==> src/rtl/potimer_pkg.sv <==
package potimer_pkg;

  // input kind codes
  localparam logic [2:0] KIND_CREATE_ONCE = 3'd0;
  localparam logic [2:0] KIND_CREATE_REP  = 3'd1;
  localparam logic [2:0] KIND_CANCEL      = 3'd2;
  localparam logic [2:0] KIND_CANCEL_ALL  = 3'd3;
  localparam logic [2:0] KIND_TICK        = 3'd4;

  // result status codes
  localparam logic [1:0] ST_OK        = 2'd0;
  localparam logic [1:0] ST_FULL      = 2'd1;
  localparam logic [1:0] ST_NOT_FOUND = 2'd2;

  // most timers fired by one tick
  localparam int RESULT_LIMIT = 32;
  localparam int FIRE_W       = 6;
  localparam int DROP_AW      = 5;

  localparam logic [47:0] DEADLINE_MAX = 48'hFFFF_FFFF_FFFF;

  typedef enum logic [2:0] {
    OP_NOP,
    OP_CREATE,
    OP_CANCEL,
    OP_CLEAR,
    OP_TICK
  } op_t;

  typedef struct packed {
    op_t         op;
    logic        rep;
    logic [47:0] now_ms;
    logic [31:0] interval_ms;
    logic [31:0] timer_id;
  } cmd_t;

  typedef struct packed {
    logic [31:0] id;
    logic [47:0] deadline;
    logic [31:0] interval;
    logic        rep;
  } entry_t;

  // saturating 48-bit deadline advance
  function automatic logic [47:0] sat_add48(input logic [47:0] a, input logic [31:0] b);
    logic [48:0] s;
    s = {1'b0, a} + {17'b0, b};
    return s[48] ? DEADLINE_MAX : s[47:0];
  endfunction

endpackage

==> src/rtl/potimer_front.sv <==
module potimer_front
  import potimer_pkg::*;
(
  input  logic        clk,
  input  logic        rst_n,
  input  logic        in_valid,
  output logic        in_ready,
  input  logic [2:0]  in_kind,
  input  logic [47:0] in_now_ms,
  input  logic [31:0] in_interval_ms,
  input  logic [31:0] in_timer_id,
  output logic        cmd_valid,
  output cmd_t        cmd,
  input  logic        cmd_pop
);

  cmd_t       q_r [2];
  logic       wr_ptr_r, rd_ptr_r;
  logic [1:0] fill_r;
  cmd_t       dec;
  logic       push;

  // classify the incoming kind
  always_comb begin
    dec.now_ms      = in_now_ms;
    dec.interval_ms = in_interval_ms;
    dec.timer_id    = in_timer_id;
    dec.rep         = (in_kind == KIND_CREATE_REP);
    case (in_kind)
      KIND_CREATE_ONCE: dec.op = OP_CREATE;
      KIND_CREATE_REP:  dec.op = OP_CREATE;
      KIND_CANCEL:      dec.op = OP_CANCEL;
      KIND_CANCEL_ALL:  dec.op = OP_CLEAR;
      KIND_TICK:        dec.op = OP_TICK;
      default:          dec.op = OP_NOP;
    endcase
  end

  assign in_ready  = (fill_r != 2'd2);
  assign push      = in_valid && in_ready;
  assign cmd_valid = (fill_r != 2'd0);
  assign cmd       = q_r[rd_ptr_r];

  // two-entry command queue
  always_ff @(posedge clk) begin
    if (push) begin
      q_r[wr_ptr_r] <= dec;
    end
    if (!rst_n) begin
      wr_ptr_r <= 1'b0;
      rd_ptr_r <= 1'b0;
      fill_r   <= 2'd0;
    end else begin
      if (push) begin
        wr_ptr_r <= ~wr_ptr_r;
      end
      if (cmd_pop) begin
        rd_ptr_r <= ~rd_ptr_r;
      end
      fill_r <= fill_r + {1'b0, push} - {1'b0, cmd_pop};
    end
  end

endmodule

==> config.mk <==
export PLATFORM = sky130hd
export DESIGN_NAME = potimer_front
export DESIGN_NICKNAME = d
export VERILOG_FILES = /design/src/rtl/potimer_pkg.sv /design/src/rtl/potimer_front.sv
export SDC_FILE = /design/constraint.sdc
export NUM_CORES = 1
export LEC_CHECK = 0
export BUFFER_PORTS_ARGS = -buffer_cell sky130_fd_sc_hd__buf_2
export CAP_MARGIN = 20
export CORE_ASPECT_RATIO = 0.9
export CORE_MARGIN = 2
export CORE_UTILIZATION = 52
export DETAILED_ROUTE_END_ITERATION = 7
export GPL_TIMING_DRIVEN = 1
export PLACE_DENSITY = 0.79
export SYNTH_ARGS = -nofsm -noshare
export SYNTH_HDL_FRONTEND = slang
export SYNTH_SLANG_ARGS = --single-unit
==> constraint.sdc <==
create_clock -name clk -period 4.6 [get_ports clk]
set_input_delay 0.69 -clock clk [delete_from_list [all_inputs] [get_ports clk]]
set_output_delay 0.69 -clock clk [all_outputs]
set_load 0.005 [all_outputs]
Word level (Yosys, flattened, before mapping). Memories as Yosys holds them, arrays and structs flattened. A register that Yosys moved wholly into a read port is not among the register bits. Index checks and enable logic that the tools add are counted.

Register bits after elaboration: 4. Memory bits (writable): 232. Output and inout bits: 118. Logic and storage cells: 22. Memories: 1.

Memory list: q_r (words 2, bits a word 116, rd ports 1, clocked after memory_dff 1, write ports 1, RTL line potimer_front.sv:17) `cmd_t q_r [2];`.

Add/sub/neg operators: 2. Eq/ne operators: 5. Mux-type cells: 5. Bitwise gates (word level): 2. Reduce and logical (&&, ||, !) cells: 4.

Operator list (number): $pmux 3 s4 (1); $eq 3x2->1 const B (2); $mux 1 (4); $eq 3x1->1 const B (1); $eq 3x3->1 const B (1); $logic_not 3->1 (1); $add 2x1->2 (1); $ne 2x2->1 const B (1); $not 1->1 (2); $reduce_bool 2->1 (1); $reduce_or 2->1 (1); $sub 2x1->2 (1); $logic_and 1x1->1 (1).

Logic depth before layout (Yosys ltp). Gate-level depths: netlist of run 1.

Depth in word-level cells: 4. Gate-level depth with buffers: 7. Depth with buffers taken out: 7.

Least setup slack after synthesis of run 1. OpenSTA, ideal clock, no wires.

Kind: input -> register. Start point: input port in_valid. End point: memory q_r[1][0] (netlist bit) (enable). Setup time: 0.489 ns. Arrival: 3.416 ns. Required time: 4.111 ns. Path slack: 0.695 ns. Cell stages on the path: 1. Path through: and3_1.

Word-level cells in the longest chain between the ends: 3.

RTL lines: start, declared (RTL line potimer_front.sv:6) `input logic in_valid,`; $logic_and 1x1->1 (RTL line potimer_front.sv:40) `assign push = in_valid && in_ready;`; $mux 1 (RTL line potimer_front.sv:46) `if (push) begin`; $mux 1 (implied by the code) (RTL line potimer_front.sv:47) `q_r[wr_ptr_r] <= dec;`; end, declared (RTL line potimer_front.sv:17).

No other way between the ends.

==> results of run 1 <==
per-stage QoR:
step                utilization, %  setup slack (ns)
finish                        66.2              1.51
global route                  66.2              1.38
CTS                           66.2              1.45
detailed placement            61.2              2.01
global placement              61.2              2.04
floorplan                        -             0.695
worst max-delay path, stage by stage, from the launching register on:
cell	delay (ns)
dfxtp_4	0.88
buf_12	0.41
mux2_2	0.39
buf_2	0.13
cell type report:
class                           instances  area, sq um
Sequential cell                       237         7070
Clock inverter                         13          186
Tap cell                              211          264
Multi-Input combinational cell        141         1640
Inverter                                3         13.8
Clock buffer                           31          648
Timing Repair Buffer                  239         1240
Fill cell                            1113         5650
Antenna cell                            1         2.50
flip-flops by register name, indices dropped and copies added (netlist names), named ones only:
signal,cells
q_r,232
wr_ptr_r,1
fill_r,2
rd_ptr_r,1
metal layers:
metal / share of wire (%) / vias up
li1: - / 2070
met5: 0 / -
met1: 41 / 2212
met2: 49 / 185
met3: 9.1 / 21
met4: 1.4 / 0
where the power goes:
part,switching (mW),total [mW],internal [mW]
sequential,0.0648,2.65,2.59
clock,0.751,2.02,1.27
combinational,0.280,0.590,0.309
cells in the final DEF (no fill, tap or decap):
master / instances
buf_12: 3
nand2_1: 2
nor3b_1: 1
bufinv_16: 5
ha_1: 1
and3_4: 1
clkinv_2: 5
dfxtp_1: 4
and2_1: 3
a21boi_0: 1
nor2b_1: 1
clkbuf_1: 6
a21boi_2: 1
xnor2_1: 1
mux2_4: 40
a211oi_1: 1
mux2i_1: 1
edfxtp_1: 232
a21oi_1: 1
diode_2: 1
nand3b_1: 2
a21bo_2: 1
inv_4: 1
nand2b_1: 1
mux2_2: 76
nor4b_1: 1
clkbuf_16: 25
a211o_1: 1
xor2_1: 1
nor3_1: 1
nand3_1: 1
dfxtp_4: 1
or2_2: 1
buf_2: 236
inv_1: 2
clkinv_1: 3
logic make-up after synthesis:
logic type	Yosys count	share of synthesized area, %
flip-flops	237	80.1
adder cells (fa/ha/maj)	1	0.142
XOR/XNOR	2	0.199
AO/OA/AOI/OAI	6	0.567
buffers and inverters	16	1.29
multiplexers	117	16.6
AND/OR/NAND/NOR	15	1.05
how the worst min path moves through the flow:
stage / startpoint / endpoint / cells past startpoint
5_1_grt: in_timer_id[14] / q_r[0][14] / 1
2_1_floorplan: wr_ptr_r / wr_ptr_r / 2
4_1_cts: in_now_ms[36] / q_r[1][100] / 1
6_report: in_now_ms[36] / q_r[1][100] / 1
3_3_place_gp: rd_ptr_r / flip-flop / 2
3_5_place_dp: rd_ptr_r / flip-flop / 2
==> impl_metrics.json, run 1 <==
{
  "outcome": "finished, final reports clean",
  "skew_ns": 0.00697,
  "post-synth-top-count-cell": "edfxtp_1",
  "synth.distinct_cells": 28,
  "fmax_ghz": 0.324,
  "synthCells": 394,
  "core-area_sq_um": 16700,
  "postSynthAreaPerCell_sq_um": 22.4,
  "ys_ff_latch": 237,
  "worstMarginPinSlew_ns": 0.845,
  "final_max_slew_viol_count": 0,
  "num_io_pins": 237,
  "drive_gt1_share_pct": 59.6,
  "fin_tns_setup_ns": 0,
  "synth.area.top_cells": "edfxtp_1, mux2_2, mux2_4",
  "drc": 0,
  "end_kind": "output pin",
  "wl_per_cell_um": 18.1,
  "die_w_um": 141,
  "num_rows": 45,
  "finalNonFillerCells": 876,
  "min_period_ns": 3.09,
  "clock-sinks": 237,
  "use_met3_pct": 5.81,
  "grt-ovfl-total": 0,
  "dp_hpwl_um": 10100,
  "grt.total_usage_pct": 16.9,
  "clockRootBuffer": "clkbuf_16",
  "reg2reg_slack_ns": 2.43,
  "cp_max_fo": 62,
  "min_period_over_period_pct": 67.1,
  "hold_buffers": 0,
  "grt_max_degree": 117,
  "top_usage_layer": "met2",
  "crit_path_end": "cmd[3]",
  "drt-total-wl_um": 15900,
  "hold_slack_ns": 0.374,
  "first_pass_iters": 5,
  "power_mw": 5.27,
  "clkLatencyLatePin_ns": 0.50,
  "ys_seq_area_share_pct": 80.1,
  "place_area_sq_um": 10200,
  "clkTransAtPathRegs_ns": 0.06,
  "hold_path.class": "primary input to flip-flop",
  "io_buffers": 236,
  "syn2layout_area_growth_pct": 25.5,
  "p_leak_nw": 4.25,
  "cts_setup_buffers": 0,
  "max-cap-violations": 0,
  "cts_resized": 0,
  "yosys_most_used_dff": "edfxtp_1",
  "vdd.ir_drop.worst_mv": 0.419,
  "grt_setup_unrepaired": "false",
  "reg2reg_depth": 3,
  "synth_top_cell_by_area": "edfxtp_1",
  "syn-num-nets": 514,
  "placed_cells": 831,
  "num-nets-final": 766,
  "max_slew_margin_pct": 43.7,
  "initial_core_util_pct": 52.7,
  "synth_common_cells": "edfxtp_1, mux2_2, mux2_4",
  "cts_tree": "built",
  "htree_levels": 1,
  "vias_per_cell": 5.12,
  "gp_congestion": 0.741,
  "rr_endpoint": "q_r[1][50]",
  "worstPathRequired_ns": 3.91,
  "hold_violations": 0,
  "yosysTopAreaCellShare_pct": 79.0,
  "antenna_found_initial": 2,
  "reg2reg_from": "fill_r[0]",
  "synth_edf_count": 232,
  "dr.first_iter.drc_count": 276,
  "async_flop_share_pct": 0,
  "dieArea_sq_um": 18000,
  "p_per_area_nw_per_um2": 476,
  "grt_pass1_vias": 4687,
  "ys_warn_count": 0,
  "final_cell_area_sq_um": 11100,
  "num_vias": 4488,
  "cts_buffers": 24,
  "ant_nets": 0,
  "startpoint_type": "flip-flop",
  "grt_first_pass_wirelength_um": 23900,
  "critPathKind": "flip-flop to output pin",
  "syn-cell-area_sq_um": 8820,
  "use_met1_pct": 21.3,
  "critPathArrivalTime_ns": 2.40,
  "die_h_um": 128,
  "cts_buffer_depth": 3,
  "setup-violations-final": 0,
  "met2_usage_pct": 28.5
}
Note: power is estimated with default switching activity, not from simulation.
==> run 2, diff against run 1 <==
==> constraint.sdc (replaced) <==
create_clock -name clk -period 3.2 [get_ports clk]
set_input_delay 0.48 -clock clk [delete_from_list [all_inputs] [get_ports clk]]
set_output_delay 0.48 -clock clk [all_outputs]
set_load 0.005 [all_outputs]
==> run 2 against run 1 <==
Hold slack got worse by 0.21 ns. Sequential power increased by 43%. First-iteration DRC count decreased by 4.7%. Highest routed layer is now met5.
==> impl_metrics.json, run 2 (synthesis results as in run 1) <==
{
  "grt_max_degree": 70,
  "fin_tns_setup_ns": 0,
  "wl_per_cell_um": 19.0,
  "end_kind": "output pin",
  "htree_levels": 1,
  "critPathKind": "flip-flop to output pin",
  "cts_buffers": 25,
  "clock-sinks": 237,
  "hold_violations": 0,
  "vdd.ir_drop.worst_mv": 0.567,
  "dieArea_sq_um": 18000,
  "ant_nets": 0,
  "p_per_area_nw_per_um2": 661,
  "final_common_cell": "buf_2",
  "power_mw": 7.28,
  "core-area_sq_um": 16700,
  "setup-violations-final": 0,
  "num_vias": 4570,
  "syn2layout_area_growth_pct": 24.9,
  "die_w_um": 141,
  "dp_hpwl_um": 11100,
  "critPathArrivalTime_ns": 2.05,
  "startpoint_type": "flip-flop",
  "grt_setup_unrepaired": "false",
  "cp_max_fo": 54,
  "first_pass_iters": 4,
  "drc": 0,
  "grt.total_usage_pct": 17.6,
  "initial_core_util_pct": 52.7,
  "min_period_over_period_pct": 79.2,
  "skew_ns": 0.00828,
  "largest_reg_flops": 232,
  "dr.first_iter.drc_count": 263,
  "io_buffers": 236,
  "max-cap-violations": 0,
  "hp-start": "in_interval_ms[5]",
  "max_slew_margin_pct": 48.7,
  "grt-ovfl-total": 0,
  "die_h_um": 128,
  "hold-path-cell-count": 1,
  "fmax_ghz": 0.395,
  "worstPathRequired_ns": 2.72,
  "drt-total-wl_um": 16700,
  "final_cell_mix": "buf_2, edfxtp_1, mux2_2",
  "clkTransAtPathRegs_ns": 0.06,
  "antenna_found_initial": 3,
  "cts_resized": 0,
  "worstMarginPinSlew_ns": 0.770,
  "min_period_ns": 2.53,
  "p_leak_nw": 4.22,
  "vias_per_cell": 5.19,
  "num_rows": 45,
  "num_io_pins": 237,
  "clockRootBuffer": "clkbuf_16",
  "grt_pass1_vias": 4718,
  "drive_gt1_share_pct": 59.4,
  "reg2reg_depth": 4,
  "reg2reg_from": "fill_r[0]",
  "cts_buffer_depth": 3,
  "whs_endpoint": "q_r[0][37]",
  "hold_buffers": 0,
  "clkLatencyLatePin_ns": 0.50,
  "reg_top3": "q_r: 232 flops, fill_r: 2 flops",
  "grt_first_pass_wirelength_um": 24400,
  "cts_tree": "built",
  "outcome": "finished, final reports clean",
  "top_register": "q_r",
  "rr_endpoint": "q_r[0][42]",
  "reg2reg_slack_ns": 1.33,
  "num-nets-final": 770,
  "final_max_slew_viol_count": 0,
  "cts_setup_buffers": 0,
  "gp_congestion": 0.755,
  "hold_path.class": "primary input to flip-flop"
}
## run 2: changes by cell type in the layout (fill, tap and decap cells not counted)
cell,delta
inv_4,-1
bufinv_16,-4
buf_4,+2
diode_2,+1
buf_12,+1
clkinv_8,+1
clkinv_1,+4
clkbuf_1,-1
clkinvlp_4,+1
## run 2: how the worst max path moves through the flow
stage,from,to,slack [ns]
final,flip-flop,cmd[58],0.67
after global routing,flip-flop,cmd[61],0.57
after CTS,flip-flop,cmd[33],0.63
after detailed placement,flip-flop,cmd[33],1.18
after global placement,flip-flop,cmd[33],1.20
after floorplan,fill_r[0],q_r[0][0],0.41
## run 2: metrics by stage
step | cells | setup WS (ns) | utilization, % | hold WS, ns | area (sq um)
2_1_floorplan | 394 | 0.413 | - | 0.555 | 8820
3_3_place_gp | 834 | 1.20 | 61.4 | 0.559 | 10300
3_5_place_dp | 834 | 1.18 | 61.4 | 0.587 | 10300
4_1_cts | 878 | 0.629 | 65.9 | 0.138 | 11000
5_1_grt | 878 | 0.571 | 65.9 | 0.143 | 11000
6_report | 880 | 0.667 | 65.9 | 0.163 | 11000
## run 2: worst max-delay path: stages (launching register included)
cell	delay, ns
dfxtp_4	0.35
buf_4	0.61
mux2_2	0.44
buf_2	0.13
## run 2: layer usage
layer | global-route usage, % | routed length (um) | part of all wire, %
met1 | 21.9 | 6620 | 40
met3 | 4.87 | 1470 | 8.8
met4 | 5.59 | 429 | 2.6
met5 | 0 | 11 | 0.066
met2 | 30.2 | 8210 | 49
## run 2: cell type report
| type | instances | area [sq um] |
|---|---|---|
| clock buffer | 30 | 644 |
| clock inverter | 14 | 97.6 |
| antenna | 2 | 5.00 |
| tap | 211 | 264 |
| inverter | 3 | 15.0 |
| fill | 1129 | 5710 |
| sequential | 237 | 7070 |
| multi-input combinational | 141 | 1640 |
| timing repair buffer | 242 | 1280 |
## run 2: where the power goes
| group | switching (mW) | internal (mW) |
|---|---|---|
| Sequential | 0.0695 | 3.72 |
| Combinational | 0.440 | 0.456 |
| Clock | 1.09 | 1.51 |
