**config.mk**
```make
export PLATFORM = sky130hd
export DESIGN_NAME = potimer_back
export DESIGN_NICKNAME = d
export VERILOG_FILES = /design/src/rtl/potimer_pkg.sv /design/src/rtl/potimer_ram.sv /design/src/rtl/potimer_back.sv
export SDC_FILE = /design/constraint.sdc
export NUM_CORES = 2
export LEC_CHECK = 0
export BUFFER_PORTS_ARGS = -buffer_cell sky130_fd_sc_hd__buf_2
export CAP_MARGIN = 5
export CORE_MARGIN = 2
export CORE_UTILIZATION = 50
export DETAILED_ROUTE_END_ITERATION = 12
export GPL_ROUTABILITY_DRIVEN = 0
export GPL_TIMING_DRIVEN = 0
export PLACE_DENSITY_LB_ADDON = 0.12
export SYNTH_ARGS = -nofsm -noshare
export SYNTH_HDL_FRONTEND = slang
export SYNTH_MEMORY_MAX_BITS = 65536
export SYNTH_SLANG_ARGS = --single-unit
```
**constraint.sdc**
```tcl
create_clock -name clk -period 25.8 [get_ports clk]
set_input_delay 2.58 -clock clk [delete_from_list [all_inputs] [get_ports clk]]
set_output_delay 2.58 -clock clk [all_outputs]
set_load 0.005 [all_outputs]
```
**src/rtl/potimer_pkg.sv**
```systemverilog
package potimer_pkg;

  // input kind codes
  localparam logic [2:0] KIND_CREATE_ONCE = 3'd0;
  localparam logic [2:0] KIND_CREATE_REP  = 3'd1;
  localparam logic [2:0] KIND_CANCEL      = 3'd2;
  localparam logic [2:0] KIND_CANCEL_ALL  = 3'd3;
  localparam logic [2:0] KIND_TICK        = 3'd4;

  // result status codes
  localparam logic [1:0] ST_OK        = 2'd0;
  localparam logic [1:0] ST_FULL      = 2'd1;
  localparam logic [1:0] ST_NOT_FOUND = 2'd2;

  // most timers fired by one tick
  localparam int RESULT_LIMIT = 32;
  localparam int FIRE_W       = 6;
  localparam int DROP_AW      = 5;

  localparam logic [47:0] DEADLINE_MAX = 48'hFFFF_FFFF_FFFF;

  typedef enum logic [2:0] {
    OP_NOP,
    OP_CREATE,
    OP_CANCEL,
    OP_CLEAR,
    OP_TICK
  } op_t;

  typedef struct packed {
    op_t         op;
    logic        rep;
    logic [47:0] now_ms;
    logic [31:0] interval_ms;
    logic [31:0] timer_id;
  } cmd_t;

  typedef struct packed {
    logic [31:0] id;
    logic [47:0] deadline;
    logic [31:0] interval;
    logic        rep;
  } entry_t;

  // saturating 48-bit deadline advance
  function automatic logic [47:0] sat_add48(input logic [47:0] a, input logic [31:0] b);
    logic [48:0] s;
    s = {1'b0, a} + {17'b0, b};
    return s[48] ? DEADLINE_MAX : s[47:0];
  endfunction

endpackage

```
**src/rtl/potimer_ram.sv**
```systemverilog
module potimer_ram #(
  parameter int WIDTH = 8,
  parameter int DEPTH = 32
) (
  input  logic                                  clk,
  input  logic                                  we,
  input  logic [(DEPTH > 1 ? $clog2(DEPTH) : 1)-1:0] waddr,
  input  logic [WIDTH-1:0]                      wdata,
  input  logic                                  re,
  input  logic [(DEPTH > 1 ? $clog2(DEPTH) : 1)-1:0] raddr,
  output logic [WIDTH-1:0]                      rdata
);

  logic [WIDTH-1:0] mem_r [DEPTH];

  // one write port, one registered read port
  always_ff @(posedge clk) begin
    if (we) begin
      mem_r[waddr] <= wdata;
    end
    if (re) begin
      rdata <= mem_r[raddr];
    end
  end

endmodule

```
**src/rtl/potimer_back.sv**
```systemverilog
module potimer_back
  import potimer_pkg::*;
#(
  parameter int MAX_TIMERS = 32
) (
  input  logic        clk,
  input  logic        rst_n,
  input  logic        cmd_valid,
  input  cmd_t        cmd,
  output logic        cmd_pop,
  output logic        out_valid,
  input  logic        out_ready,
  output logic [1:0]  out_status,
  output logic [31:0] out_assigned_id,
  output logic        out_fired_valid,
  output logic [31:0] out_fired_id,
  output logic        out_last
);

  localparam int CW = $clog2(MAX_TIMERS + 1);
  localparam int AW = MAX_TIMERS > 1 ? $clog2(MAX_TIMERS) : 1;
  localparam int EW = $bits(entry_t);

  localparam logic [3:0] S_IDLE  = 4'd0;
  localparam logic [3:0] S_EXEC  = 4'd1;
  localparam logic [3:0] S_CRD   = 4'd2;
  localparam logic [3:0] S_CCHK  = 4'd3;
  localparam logic [3:0] S_CMOVE = 4'd4;
  localparam logic [3:0] S_CDONE = 4'd5;
  localparam logic [3:0] S_TRD   = 4'd6;
  localparam logic [3:0] S_TCHK  = 4'd7;
  localparam logic [3:0] S_TEND  = 4'd8;
  localparam logic [3:0] S_DNEXT = 4'd9;

  logic [3:0]        state_r, state_nxt;
  cmd_t              cmd_r;
  logic [CW-1:0]     count_r, count_nxt;
  logic [31:0]       seq_r, seq_nxt;
  logic [CW-1:0]     idx_r, idx_nxt;
  logic [31:0]       rm_id_r, rm_id_nxt;
  logic              rm_drop_r, rm_drop_nxt;
  logic [1:0]        st_r, st_nxt;
  logic [FIRE_W-1:0] nfired_r, nfired_nxt;
  logic              pend_v_r, pend_v_nxt;
  logic [31:0]       pend_id_r, pend_id_nxt;
  logic [31:0]       drop_r [RESULT_LIMIT];
  logic [FIRE_W-1:0] ndrop_r, ndrop_nxt;
  logic [FIRE_W-1:0] dptr_r, dptr_nxt;
  logic              drop_push;

  logic              we, re;
  logic [AW-1:0]     waddr, raddr;
  entry_t            wdata, rd;
  logic [EW-1:0]     rdata;

  logic              out_free, emit;
  logic [1:0]        e_status;
  logic [31:0]       e_aid, e_fid;
  logic              e_fv, e_last;
  logic [CW-1:0]     idx_m1, count_m1;

  assign rd       = entry_t'(rdata);
  assign out_free = !out_valid || out_ready;
  assign idx_m1   = idx_r - CW'(1);
  assign count_m1 = count_r - CW'(1);

  potimer_ram #(.WIDTH(EW), .DEPTH(MAX_TIMERS)) u_ram (
    .clk   (clk),
    .we    (we),
    .waddr (waddr),
    .wdata (wdata),
    .re    (re),
    .raddr (raddr),
    .rdata (rdata)
  );

  // sequencer
  always_comb begin
    state_nxt   = state_r;
    count_nxt   = count_r;
    seq_nxt     = seq_r;
    idx_nxt     = idx_r;
    rm_id_nxt   = rm_id_r;
    rm_drop_nxt = rm_drop_r;
    st_nxt      = st_r;
    nfired_nxt  = nfired_r;
    pend_v_nxt  = pend_v_r;
    pend_id_nxt = pend_id_r;
    ndrop_nxt   = ndrop_r;
    dptr_nxt    = dptr_r;
    drop_push   = 1'b0;
    cmd_pop     = 1'b0;
    we          = 1'b0;
    waddr       = count_r[AW-1:0];
    wdata       = rd;
    re          = 1'b0;
    raddr       = idx_r[AW-1:0];
    emit        = 1'b0;
    e_status    = ST_OK;
    e_aid       = 32'd0;
    e_fv        = 1'b0;
    e_fid       = 32'd0;
    e_last      = 1'b1;
    case (state_r)
      S_IDLE: begin
        if (cmd_valid) begin
          cmd_pop   = 1'b1;
          state_nxt = S_EXEC;
        end
      end
      S_EXEC: begin
        case (cmd_r.op)
          OP_CREATE: begin
            if (out_free) begin
              emit      = 1'b1;
              state_nxt = S_IDLE;
              if (count_r >= CW'(MAX_TIMERS)) begin
                e_status = ST_FULL;
              end else begin
                e_aid          = seq_r;
                we             = 1'b1;
                wdata.id       = seq_r;
                wdata.deadline = sat_add48(cmd_r.now_ms, cmd_r.interval_ms);
                wdata.interval = cmd_r.interval_ms;
                wdata.rep      = cmd_r.rep;
                count_nxt      = count_r + CW'(1);
                seq_nxt        = seq_r + 32'd1;
              end
            end
          end
          OP_CANCEL: begin
            idx_nxt     = count_r;
            rm_id_nxt   = cmd_r.timer_id;
            rm_drop_nxt = 1'b0;
            state_nxt   = S_CRD;
          end
          OP_TICK: begin
            idx_nxt    = '0;
            nfired_nxt = '0;
            pend_v_nxt = 1'b0;
            ndrop_nxt  = '0;
            state_nxt  = S_TRD;
          end
          OP_CLEAR: begin
            if (out_free) begin
              emit      = 1'b1;
              count_nxt = '0;
              state_nxt = S_IDLE;
            end
          end
          default: begin
            if (out_free) begin
              emit      = 1'b1;
              state_nxt = S_IDLE;
            end
          end
        endcase
      end
      // backward search for the id
      S_CRD: begin
        if (idx_r == '0) begin
          st_nxt    = ST_NOT_FOUND;
          state_nxt = rm_drop_r ? S_DNEXT : S_CDONE;
        end else begin
          re        = 1'b1;
          raddr     = idx_m1[AW-1:0];
          idx_nxt   = idx_m1;
          state_nxt = S_CCHK;
        end
      end
      S_CCHK: begin
        if (rd.id == rm_id_r) begin
          re        = 1'b1;
          raddr     = count_m1[AW-1:0];
          state_nxt = S_CMOVE;
        end else begin
          state_nxt = S_CRD;
        end
      end
      // last entry fills the hole
      S_CMOVE: begin
        we        = 1'b1;
        waddr     = idx_r[AW-1:0];
        wdata     = rd;
        count_nxt = count_m1;
        st_nxt    = ST_OK;
        state_nxt = rm_drop_r ? S_DNEXT : S_CDONE;
      end
      S_CDONE: begin
        if (out_free) begin
          emit      = 1'b1;
          e_status  = st_r;
          state_nxt = S_IDLE;
        end
      end
      // forward scan for due timers
      S_TRD: begin
        if (idx_r >= count_r || nfired_r == FIRE_W'(RESULT_LIMIT)) begin
          state_nxt = S_TEND;
        end else begin
          re        = 1'b1;
          state_nxt = S_TCHK;
        end
      end
      S_TCHK: begin
        if (rd.deadline > cmd_r.now_ms) begin
          idx_nxt   = idx_r + CW'(1);
          state_nxt = S_TRD;
        end else if (!pend_v_r || out_free) begin
          if (pend_v_r) begin
            emit   = 1'b1;
            e_fv   = 1'b1;
            e_fid  = pend_id_r;
            e_last = 1'b0;
          end
          pend_v_nxt  = 1'b1;
          pend_id_nxt = rd.id;
          nfired_nxt  = nfired_r + FIRE_W'(1);
          if (rd.rep) begin
            we             = 1'b1;
            waddr          = idx_r[AW-1:0];
            wdata          = rd;
            wdata.deadline = sat_add48(rd.deadline, rd.interval);
          end else begin
            drop_push = 1'b1;
            ndrop_nxt = ndrop_r + FIRE_W'(1);
          end
          idx_nxt   = idx_r + CW'(1);
          state_nxt = S_TRD;
        end
      end
      S_TEND: begin
        if (out_free) begin
          emit      = 1'b1;
          e_fv      = pend_v_r;
          e_fid     = pend_v_r ? pend_id_r : 32'd0;
          dptr_nxt  = '0;
          state_nxt = S_DNEXT;
        end
      end
      // remove fired one-shot timers by id
      S_DNEXT: begin
        if (dptr_r == ndrop_r) begin
          state_nxt = S_IDLE;
        end else begin
          rm_id_nxt   = drop_r[dptr_r[DROP_AW-1:0]];
          rm_drop_nxt = 1'b1;
          dptr_nxt    = dptr_r + FIRE_W'(1);
          idx_nxt     = count_r;
          state_nxt   = S_CRD;
        end
      end
      default: state_nxt = S_IDLE;
    endcase
  end

  // datapath registers
  always_ff @(posedge clk) begin
    if (cmd_pop) begin
      cmd_r <= cmd;
    end
    if (drop_push) begin
      drop_r[ndrop_r[DROP_AW-1:0]] <= rd.id;
    end
    if (emit) begin
      out_status      <= e_status;
      out_assigned_id <= e_aid;
      out_fired_valid <= e_fv;
      out_fired_id    <= e_fid;
      out_last        <= e_last;
    end
    idx_r     <= idx_nxt;
    rm_id_r   <= rm_id_nxt;
    st_r      <= st_nxt;
    pend_id_r <= pend_id_nxt;
    dptr_r    <= dptr_nxt;
  end

  // control registers
  always_ff @(posedge clk) begin
    if (!rst_n) begin
      state_r   <= S_IDLE;
      count_r   <= '0;
      seq_r     <= '0;
      rm_drop_r <= 1'b0;
      nfired_r  <= '0;
      pend_v_r  <= 1'b0;
      ndrop_r   <= '0;
      out_valid <= 1'b0;
    end else begin
      state_r   <= state_nxt;
      count_r   <= count_nxt;
      seq_r     <= seq_nxt;
      rm_drop_r <= rm_drop_nxt;
      nfired_r  <= nfired_nxt;
      pend_v_r  <= pend_v_nxt;
      ndrop_r   <= ndrop_nxt;
      if (emit) begin
        out_valid <= 1'b1;
      end else if (out_ready) begin
        out_valid <= 1'b0;
      end
    end
  end

endmodule

```
# After elaboration in Yosys (flattened, before gate mapping)

Memory sizes are Yosys's and may differ from the RTL's. A register that Yosys moved wholly into a read port is not among the register bits.
Index checks and enable logic that the tools add are counted.

Bits in registers: 319
RAM bits: 4640
Memories kept: 2

Memory list:

| name        | depth | bits a word | read ports | clocked after memory_dff | write ports | RTL line           | RTL |
|---|---|---|---|---|---|---|---|
| u_ram.mem_r | 32    | 113         | 1          | 1                        | 1           | potimer_ram.sv:14  | `logic [WIDTH-1:0] mem_r [DEPTH];` |
| drop_r      | 32    | 32          | 1          | 1                        | 1           | potimer_back.sv:46 | `logic [31:0] drop_r [RESULT_LIMIT];` |

$add $sub $neg: 10
Order comparisons: 3
Eq/ne operators: 32
Muxes and demuxes: 104
Bitwise gates (word level): 7
Reduce and logical (&&, ||, !) cells: 28

Operators by type and width:

| cell                                                                  | number |
|---|---|
| 113-bit two-way mux                                                   | 3 |
| 81-bit two-way mux                                                    | 3 |
| 113-bit one-hot mux with 2 select lines                               | 1 |
| 32-bit two-way mux                                                    | 6 |
| 32-bit one-hot mux with 2 select lines                                | 2 |
| 48-bit by 32-bit adder with 49-bit output                             | 2 |
| 48-bit two-way mux                                                    | 2 |
| 6-bit two-way mux                                                     | 14 |
| 6-bit one-hot mux with 2 select lines                                 | 6 |
| 48-bit greater-than comparator                                        | 1 |
| 4-bit one-hot mux with 10 select lines                                | 1 |
| 1-bit two-way mux                                                     | 36 |
| 32-bit by 1-bit adder with 32-bit output, second input constant       | 1 |
| 32-bit equality test                                                  | 1 |
| 4-bit two-way mux                                                     | 8 |
| 6-bit by 1-bit adder with 6-bit output, second input constant         | 5 |
| 5-bit two-way mux                                                     | 6 |
| 6-bit one-hot mux with 4 select lines                                 | 1 |
| 2-bit != test, second input constant                                  | 10 |
| 5-bit one-hot mux with 2 select lines                                 | 2 |
| 3-bit != test, second input constant                                  | 6 |
| 4-bit by 3-bit equality test with 1-bit output, second input constant | 4 |
| 5-bit AND reduction                                                   | 3 |
| 3-bit AND reduction                                                   | 4 |
| other kinds (29)                                                      | 56 |

# Depth between registers and ports, before layout

Word-level depth: 8
Gate-level depth with buffers: 15

# Cells and area by module

From an unflattened synthesis, not the netlist that was laid out.

Cell total of the unflattened synthesis: 10209
Area total of the unflattened synthesis: 199722.8 µm²

Modules (own cells, without submodules):

| module       | times used | cells an instance | area an instance (µm²) |
|---|---|---|---|
| potimer_ram  | 1          | 6581              | 140569.8 |
| potimer_back | 1          | 3628              | 59153.0 |

# Worst setup path before layout

Ideal clock, no wire load.

Kind: input to register
Start: in out_ready
End: mem u_ram.mem_r[15][0] (netlist bit), enable pin
Arrival time: 9.017 ns
Required time: 25.213 ns
Slack: 16.196 ns
Stages: 7
Path through: nand2b_1 -> nand2_1 -> nor3_1 -> nand2_1 -> clkbuf_1 -> o32a_1 -> nor2_1

Longest elaborated chain between the ends: 7
Elaborated cells between the ends (all ways): 12

RTL lines:

| element                                 | RTL line            | RTL |
|---|---|---|
| start, declared                         | potimer_back.sv:12  | `input logic out_ready,` |
| 1-bit logical OR *                      | potimer_back.sv:63  | `assign out_free = !out_valid \|\| out_ready;` |
| 1-bit logical OR                        | potimer_back.sv:209 | `end else if (!pend_v_r \|\| out_free) begin` |
| 1-bit two-way mux                       | potimer_back.sv:209 |  |
| 1-bit two-way mux                       | potimer_back.sv:206 | `if (rd.deadline > cmd_r.now_ms) begin` |
| 1-bit one-hot mux with 3 select lines   | potimer_back.sv:104 | `case (state_r)` |
| 1-bit two-way mux                       | potimer_ram.sv:18   | `if (we) begin` |
| 1-bit two-way mux (implied by the code) | potimer_ram.sv:19   | `mem_r[waddr] <= wdata;` |
| end, declared                           | potimer_ram.sv:14   |  |

Every way passes the cells marked *; elsewhere a longest branch is shown, timed or not.

# Worst setup path after layout

Start: reg idx_r[0]
End: reg u_ram.rdata[33], read port of u_ram.mem_r (data pin)

Longest elaborated chain between the ends: 4
Elaborated cells between the ends (all ways): 10

RTL lines:

| element                               | RTL line            | RTL |
|---|---|---|
| start, declared                       | potimer_back.sv:39  | `logic [CW-1:0] idx_r, idx_nxt;` |
| start signal, assigned                | potimer_back.sv:272 | `idx_r <= idx_nxt;` |
| 6-bit greater-or-equal comparator     | potimer_back.sv:198 | `if (idx_r >= count_r \|\| nfired_r == FIRE_W'(RESULT_LIMIT)) begin` |
| 1-bit logical OR                      | potimer_back.sv:198 |  |
| 1-bit two-way mux                     | potimer_back.sv:198 |  |
| 1-bit one-hot mux with 3 select lines | potimer_back.sv:104 |  |
| end, declared                         | potimer_ram.sv:11   | `output logic [WIDTH-1:0] rdata` |

Several ways; a longest one is shown, not always the timed one.
A chain may end at the register's enable or synchronous reset.

==> results.sh <==
export IMPL_firstDrtPassIters=7
export IMPL_r2r_end="u_ram.rdata[33]"
export IMPL_syn_avg_cell_area_um2=15.3
export IMPL_finalCriticalPeriod_ns=7.75
export IMPL_multi_input_area_mm2=0.0467
export IMPL_totalWireLength_um=654000
export IMPL_post_route_drc_count=0
export IMPL_antenna_left=0
export IMPL_regArea_mm2=0.152
export IMPL_fmax_mhz=129
export IMPL_min_to="seq_r[14]"
export IMPL_critical_path_required_ns=26.30
export IMPL_grt_setup_unrepaired="false"
export IMPL_antenna_found_initial=83
export IMPL_placed_area_mm2=0.216
export IMPL_power_total_w=0.0219
export IMPL_met2_wirelength_um=288000
export IMPL_outcome="finished with violations"
export IMPL_netlist_area_mm2=0.201
export IMPL_tritoncts="yes"
export IMPL_drt_met1_wl_um=252000
export IMPL_hold_class="reg2reg"
export IMPL_syn_num_nets=13400
export IMPL_cts_root_buf="clkbuf_16"
export IMPL_worst_slew_pin_slew_ns=1.56
export IMPL_startpoint_type="flop"
export IMPL_synthFlopType="edfxtp_1"
export IMPL_via_count=126000
export IMPL_synth_cell_type_count=87
export IMPL_r2r_setup_slack_ns=18.05
export IMPL_cts_sinks=5076
export IMPL_p_leak_nw=77.7
export IMPL_fillers=30500
export IMPL_avgRoutedWirePerCell_um=32.8
export IMPL_async_reset_ff_frac=0
export IMPL_yosysSeqAreaShare=0.754
export IMPL_ys_warn_count=0
export IMPL_vias_per_cell=6.32
export IMPL_p_int_w=0.0150
export IMPL_post_route_period_util=0.300
export IMPL_setup_viol=0
export IMPL_cts_resized=0
export IMPL_skew_ns=0.0620
export IMPL_grt_pass1_vias=121000
export IMPL_grtUsageTotal=0.315
export IMPL_syn_inst=13200
export IMPL_grt_ovfl_total=0
export IMPL_drv_slew=22
export IMPL_portBuffers=189
export IMPL_layout_nets=14500
export IMPL_layout_common_cells="5,014 x edfxtp_1, 2,963 x nand2_1, 615 x nand3_1"
export IMPL_power_switching_w=0.00688
export IMPL_cp_arrival_ns=8.25
export IMPL_clkLatencyLatePin_ns=1.06
export IMPL_finalHoldViolations=0
export IMPL_clkPwrFrac=0.341
export IMPL_ys_ff_latch=5076
export IMPL_path_class="reg2reg"
export IMPL_switching_share=0.314
export IMPL_htree_num_levels=6
export IMPL_tns_ns=0
export IMPL_syn_to_final_growth_pct=15.7
export IMPL_final_layout_size_suffix_gt1_frac=0.128
export IMPL_hp_start="seq_r[14]"
export IMPL_pwr_share_comb=0.216
export IMPL_dieArea_mm2=0.408
export IMPL_violations="max-capacitance violations, max-slew violations"
export IMPL_slew_headroom=-0.0395
export IMPL_met3RoutedLength_um=76300
export IMPL_chipWidth_um=639
export IMPL_num_rows=233
export IMPL_end_kind="flop"
export IMPL_hold_buffers=0
export IMPL_synth_edf_count=5014
export IMPL_cts_buffer_depth=4
export IMPL_grt_pass1_wl_um=904000
export IMPL_min_path_cells=2
export IMPL_die_y_um=639
export IMPL_initialDrtViolationCount=18600
export IMPL_initial_utilization=0.501
export IMPL_topRoutingLayerUsed="met5"
export IMPL_r2r_start="idx_r[0]"
export IMPL_grt_max_degree=50
export IMPL_hpwlAfterDp_um=465000
export IMPL_cts_buffers=533
export IMPL_worst_r2r_cell_count=14
export IMPL_fin_area_mm2=0.233
export IMPL_final_common_cell="edfxtp_1"
export IMPL_max_cap_violations=2
export IMPL_io_pins=190
export IMPL_critPathMaxFanout=10
export IMPL_coreArea_mm2=0.402
export IMPL_cts_setup_buffers=0
export IMPL_power_density_mw_per_mm2=94.1
export IMPL_path_clk_slew_ns=0.07
export IMPL_p_seq_frac=0.443
export IMPL_ir_drop_mv=0.0863
==> metal layers <==
| metal | track usage | vias to the layer above |
|---|---|---|
| li1 | - | 52900 |
| met1 | 0.436 | 64000 |
| met2 | 0.466 | 7881 |
| met3 | 0.0757 | 1345 |
| met4 | 0.165 | 26 |
| met5 | 0 | - |
==> flip-flops by register name, indices dropped and copies added, names as in the netlist, 4 cells and up, named ones only <==
register         flops
state_r              4
rm_id_r             32
count_r              6
nfired_r             6
idx_r                6
ndrop_r              6
u_ram.rdata        113
u_ram.mem_r       3616
cmd_r              116
pend_id_r           32
seq_r               32
out_assigned_id     32
out_fired_id        32
dptr_r               6
drop_r            1024
==> Yosys cell counts (173+ instances only) <==
master / count / area share
a31oi_1: 359 / 0.011
nand3_1: 618 / 0.015
mux4_2: 320 / 0.036
edfxtp_1: 5014 / 0.75
buf_2: 173 / 0.0043
nor2_1: 213 / 0.0040
clkbuf_1: 515 / 0.0096
mux2i_1: 498 / 0.025
nand2_1: 2964 / 0.055
a32oi_1: 230 / 0.010
nand4_1: 376 / 0.012
and3_1: 259 / 0.0080
==> worst max-delay path, cell delays in order (launching register included) <==
cell and delay [ns]:
edfxtp_1 0.39, clkbuf_1 0.25, inv_1 0.25, ha_1 0.32, nand2b_4 0.09, o41ai_2 0.91, o2bb2ai_1 0.29, nor3_4 0.90
nand2b_1 0.20, clkbuf_1 0.79, buf_2 1.10, buf_2 0.57, a221oi_1 0.13, o21ai_0 0.24, nand4_1 0.71
==> through the flow <==
| step | setup WS [ns] | utilization | hold WS [ns] | std cells |
|---|---|---|---|---|
| final | 18.05 | 0.580 | 0.503 | 20000 |
| after global routing | 18.19 | 0.580 | 0.517 | 19900 |
| after CTS | 18.43 | 0.579 | 0.498 | 19900 |
| after detailed placement | 17.82 | 0.537 | 0.487 | 18900 |
| after global placement | 7.05 | 0.520 | 0.464 | 18700 |
| after floorplan | 16.20 | - | 0.449 | 13200 |
==> cell families (layout without fill, tap and decap cells) <==
family	after synthesis	in the layout	share of synthesized area
flops	5076	5076	0.754
simple gates	4631	4631	0.101
compound gates	1488	1488	0.0516
buf+inv	875	2311	0.0176
mux	826	826	0.0610
xor+xnor	147	147	0.00639
fa+ha+maj	133	133	0.00834
other cells	0	75	0
==> final cells by class <==
| type | count | share of cell area |
|---|---|---|
| Antenna cell | 75 | 0.000806 |
| Buffer | 785 | 0.0139 |
| Clock buffer | 654 | 0.0607 |
| Clock inverter | 289 | 0.0115 |
| Inverter | 90 | 0.00145 |
| Multi-Input combinational cell | 7225 | 0.200 |
| Sequential cell | 5076 | 0.652 |
| Tap cell | 5287 | 0.0284 |
| Timing Repair Buffer | 493 | 0.0312 |
==> worst max path at each step <==
stage | from | endpoint | slack (ns) | cells past startpoint
floorplan | out_ready | u_ram.mem_r[15][0] | 16.20 | 7
global placement | out_ready | u_ram.mem_r[31][62] | 7.05 | 8
detailed placement | out_ready | u_ram.mem_r[2][62] | 17.82 | 13
CTS | u_ram.rdata[107] | u_ram.rdata[33] | 18.43 | 13
global route | u_ram.rdata[106] | u_ram.rdata[33] | 18.19 | 13
finish | idx_r[0] | u_ram.rdata[33] | 18.05 | 14
==> power by group through the flow <==
| stage | Sequential (W) | Combinational, W | Clock (W) |
|---|---|---|---|
| after floorplan | 0.00983 | 0.00232 | 0 |
| after global placement | 0.0100 | 0.00420 | 0 |
| after detailed placement | 0.00989 | 0.00457 | 0 |
| after CTS | 0.00971 | 0.00459 | 0.00754 |
| after global routing | 0.00971 | 0.00493 | 0.00785 |
| final | 0.00972 | 0.00473 | 0.00748 |
No activity file was read; power rests on OpenSTA's default activity.
